<file path="config.mk">
export PLATFORM = sky130hd
export DESIGN_NAME = mcht_mul
export DESIGN_NICKNAME = d
export VERILOG_FILES = /design/src/mcht_mul.sv
export SDC_FILE = /design/constraint.sdc
export NUM_CORES = 2
export LEC_CHECK = 0
export CAP_MARGIN = 20
export CELL_PAD_IN_SITES_DETAIL_PLACEMENT = 1
export CELL_PAD_IN_SITES_GLOBAL_PLACEMENT = 1
export CORE_MARGIN = 1.5
export CORE_UTILIZATION = 48
export DETAILED_ROUTE_END_ITERATION = 10
export DONT_BUFFER_PORTS = 1
export PLACE_DENSITY_LB_ADDON = 0.1
export SLEW_MARGIN = 15
export SYNTH_ARGS = -nofsm -noshare
export SYNTH_HDL_FRONTEND = slang
export SYNTH_SLANG_ARGS = --single-unit
</file>
<file path="constraint.sdc">
create_clock -name clk -period 6.6 [get_ports clk]
set_input_delay 0 -clock clk [delete_from_list [all_inputs] [get_ports clk]]
set_output_delay 0 -clock clk [all_outputs]
set_load 0.005 [all_outputs]
</file>
<file path="src/mcht_mul.sv">
`timescale 1ns / 1ps
`default_nettype none

// Shared signed multiplier with a registered product.
module mcht_mul (
  input  wire logic               clk,
  input  wire logic signed [32:0] a,
  input  wire logic signed [32:0] b,
  output logic signed [65:0]      prod
);

  always_ff @(posedge clk) begin
    prod <= a * b;
  end

endmodule

`default_nettype wire

</file>
==> summary.txt <==
Status
  • Status: completed

Cells and area
  • Share of layout cells above drive strength 1: 0.0924
  • Commonest non-fill, non-tap cell in the layout: inv_1
  • Fillers: 9565
  • Most flop-heavy register: prod
  • Layout Nets: a little under 6000
  • Multi-input gate area: 34800 sq um
  • Commonest non-fill, non-tap cells in the layout: inv_1, fa_1, and2_1
  • Seq. cell area: 1320 sq um
  • Area grow syn2layout: 8.61%
  • Biggest regs: prod (66)
  • Max reg flops: 66

Routing
  • Drt pass-1 iters: 5
  • Wire per inst: about 24 um
  • Total number of vias: around 29000
  • Drc violations: 0
  • Vias per cell: 5.25
  • 1st-iter DRT viols: ~1400
  • Post-route ant nets: 0
  • Wirelength, routed: between 100000 and 150000 um

STA
  • Final setup violating endpoints: 0
  • Part of the cycle the worst path needs: 0.979
  • Worst Slack Setup Final: 0.141 ns
  • Fmax: 155 MHz
  • Final Hold Viols: 0
  • Final worst path period need: 6.46 ns
  • Worst Max-Slew Pin Slew: 0.675 ns
  • Slew Limit Fails: 0
  • Relative slew slack: 0.549

Global routing
  • First-pass GRT wire length: 204000 um
  • GRT overflow: 0
  • Total GRT Usage: 0.317
  • Largest net degree at the start of global routing: 34
  • Initial antenna violation count: 3
  • Vias in the first global route: 33600

Clocking
  • CTS Root Cell: clkbuf_16
  • Num CTS Buffers: 9
  • CTS max path bufs: 2
  • H-tree depth: 3
  • Clock Sink Count: 66
  • Worst-path clk slew: 0.07 ns
  • CTS tree: yes

Setup path
  • Crit path kind: input port to flop
  • Startpoint Class: input port
  • Worst Setup End Kind: flop
  • Worst-path fanout max: 33
  • CP required: ~7 ns
  • Worst EP arrival: a little under 7 ns

Place
  • Placement Setup Slack: -0.453 ns
  • I/O Buffers: 0
  • RD Place Congestion: a little over 0.9
  • DP HPWL: 109000 um

Worst hold path
  • Hold crit path type: input port to flop

Synthesis
  • Cells after synthesis: approximately 4300
  • Distinct cells, synth: 80
  • Asr flop ratio synth: 0
  • Syn Std Cell Area: 40700 sq um
  • #FFs+latches synth: 66
  • Ys Warns: 0
  • Register area share after synthesis: 0.0324
  • Top FF cell, synth: dfxtp_1
  • Avg Inst Size Synth: approximately 9.4 sq um
  • Post-synth EDFFs: 0
  • Syn Nets: 5767

Die
  • Initial Utilization: 0.486
  • Io pins: 133
  • Site row count: 106
  • Die outline height: 294 um
  • Die area: 86600 sq um
  • Chip Width: 294 um
  • Core area: 83800 sq um

Job
  • Number of max-cap violations: 0
cells by family after synthesis:
kind of cell,Yosys count,synth area share
buffers and inverters,1352,0.125
XOR/XNOR,68,0.0146
AND/OR/NAND/NOR,1271,0.158
AO/OA/AOI/OAI,219,0.0407
flip-flops,66,0.0324
adder cells (fa/ha/maj),1362,0.629
per-layer routing:
layer / track usage / up-vias / wire length (um)
li1: - / 12400 / -
met1: 0.392 / 15800 / 50900
met2: 0.554 / 618 / 66900
met3: 0.0491 / 220 / 6030
met4: 0.128 / 2 / 6420
met5: 0 / - / 11
cell usage after synthesis, types with 6 or more instances:
master	number	area share
xnor2_1	43	0.0092
o21ai_1	6	0.00074
clkbuf_1	208	0.019
a211oi_1	7	0.0013
fa_1	1145	0.56
inv_1	1131	0.10
a31oi_1	8	0.0012
a21o_1	36	0.0066
buf_2	11	0.0014
nand4_1	11	0.0017
a211o_1	6	0.0013
nand2b_1	12	0.0018
nor3_1	7	0.00086
dfxtp_1	66	0.032
o21a_1	6	0.0011
a21oi_1	57	0.0070
nor2_1	68	0.0063
ha_1	217	0.067
nand2_1	551	0.051
xor2_1	25	0.0054
and2_1	562	0.086
o21ai_0	25	0.0031
nand3_1	25	0.0031
o21bai_1	11	0.0020
worst max-delay path: stages:
cell and delay (ns):
and2_4 0.15, fa_2 0.61, fa_1 0.48, fa_2 0.59, buf_12 0.15, fa_1 0.46, fa_1 0.50, fa_1 0.50
fa_1 0.54, inv_1 0.06, fa_1 0.51, inv_1 0.06, ha_2 0.38, nand4_1 0.13, or2_2 0.34, o221ai_2 0.23
o21ai_0 0.14, a21oi_1 0.25, a21oi_4 0.05, buf_12 0.15, or3b_1 0.37, nand3_1 0.08
path summary, 6_finish.rpt:
check             slack (ns)  from  cells after the start          endpoint
hold / removal          0.10  b[1]                      3   prod[2]$_DFF_P_
setup / recovery        0.14  b[2]                     22  prod[63]$_DFF_P_
repair_timing:
item | in CTS | in global routing
hold buffers | 5 | 0
setup endpoints to repair | 3 | 27
setup buffers | 0 | 19
endpoints found under the hold margin | 2 | 0
pin swaps | 0 | 56
resized for setup | 4 | 94
area by class of cell:
cell class | count | share of cell area
Multi-Input combinational cell | 2920 | 0.788
Inverter | 1131 | 0.0960
Timing Repair Buffer | 262 | 0.0483
Tap cell | 1134 | 0.0321
Sequential cell | 66 | 0.0299
Clock buffer | 10 | 0.00540
Clock inverter | 5 | 0.000707
Antenna cell | 1 | 0.0000566
stage by stage:
step	hold slack, ns	TNS [ns]	util	std cells	instance area (sq um)
after floorplan	0.127	0	-	4338	40800
after global placement	0.153	-7.57	0.516	5489	43300
after detailed placement	0.149	-9.27	0.516	5489	43300
after CTS	0.0550	0	0.520	5509	43600
after global routing	0.0596	-0.318	0.528	5528	44200
final	0.100	0	0.528	5529	44200
Power is left out: the tool's default activity adds up to more than one toggle a clock period on the data nets, which glitch-free logic cannot reach.
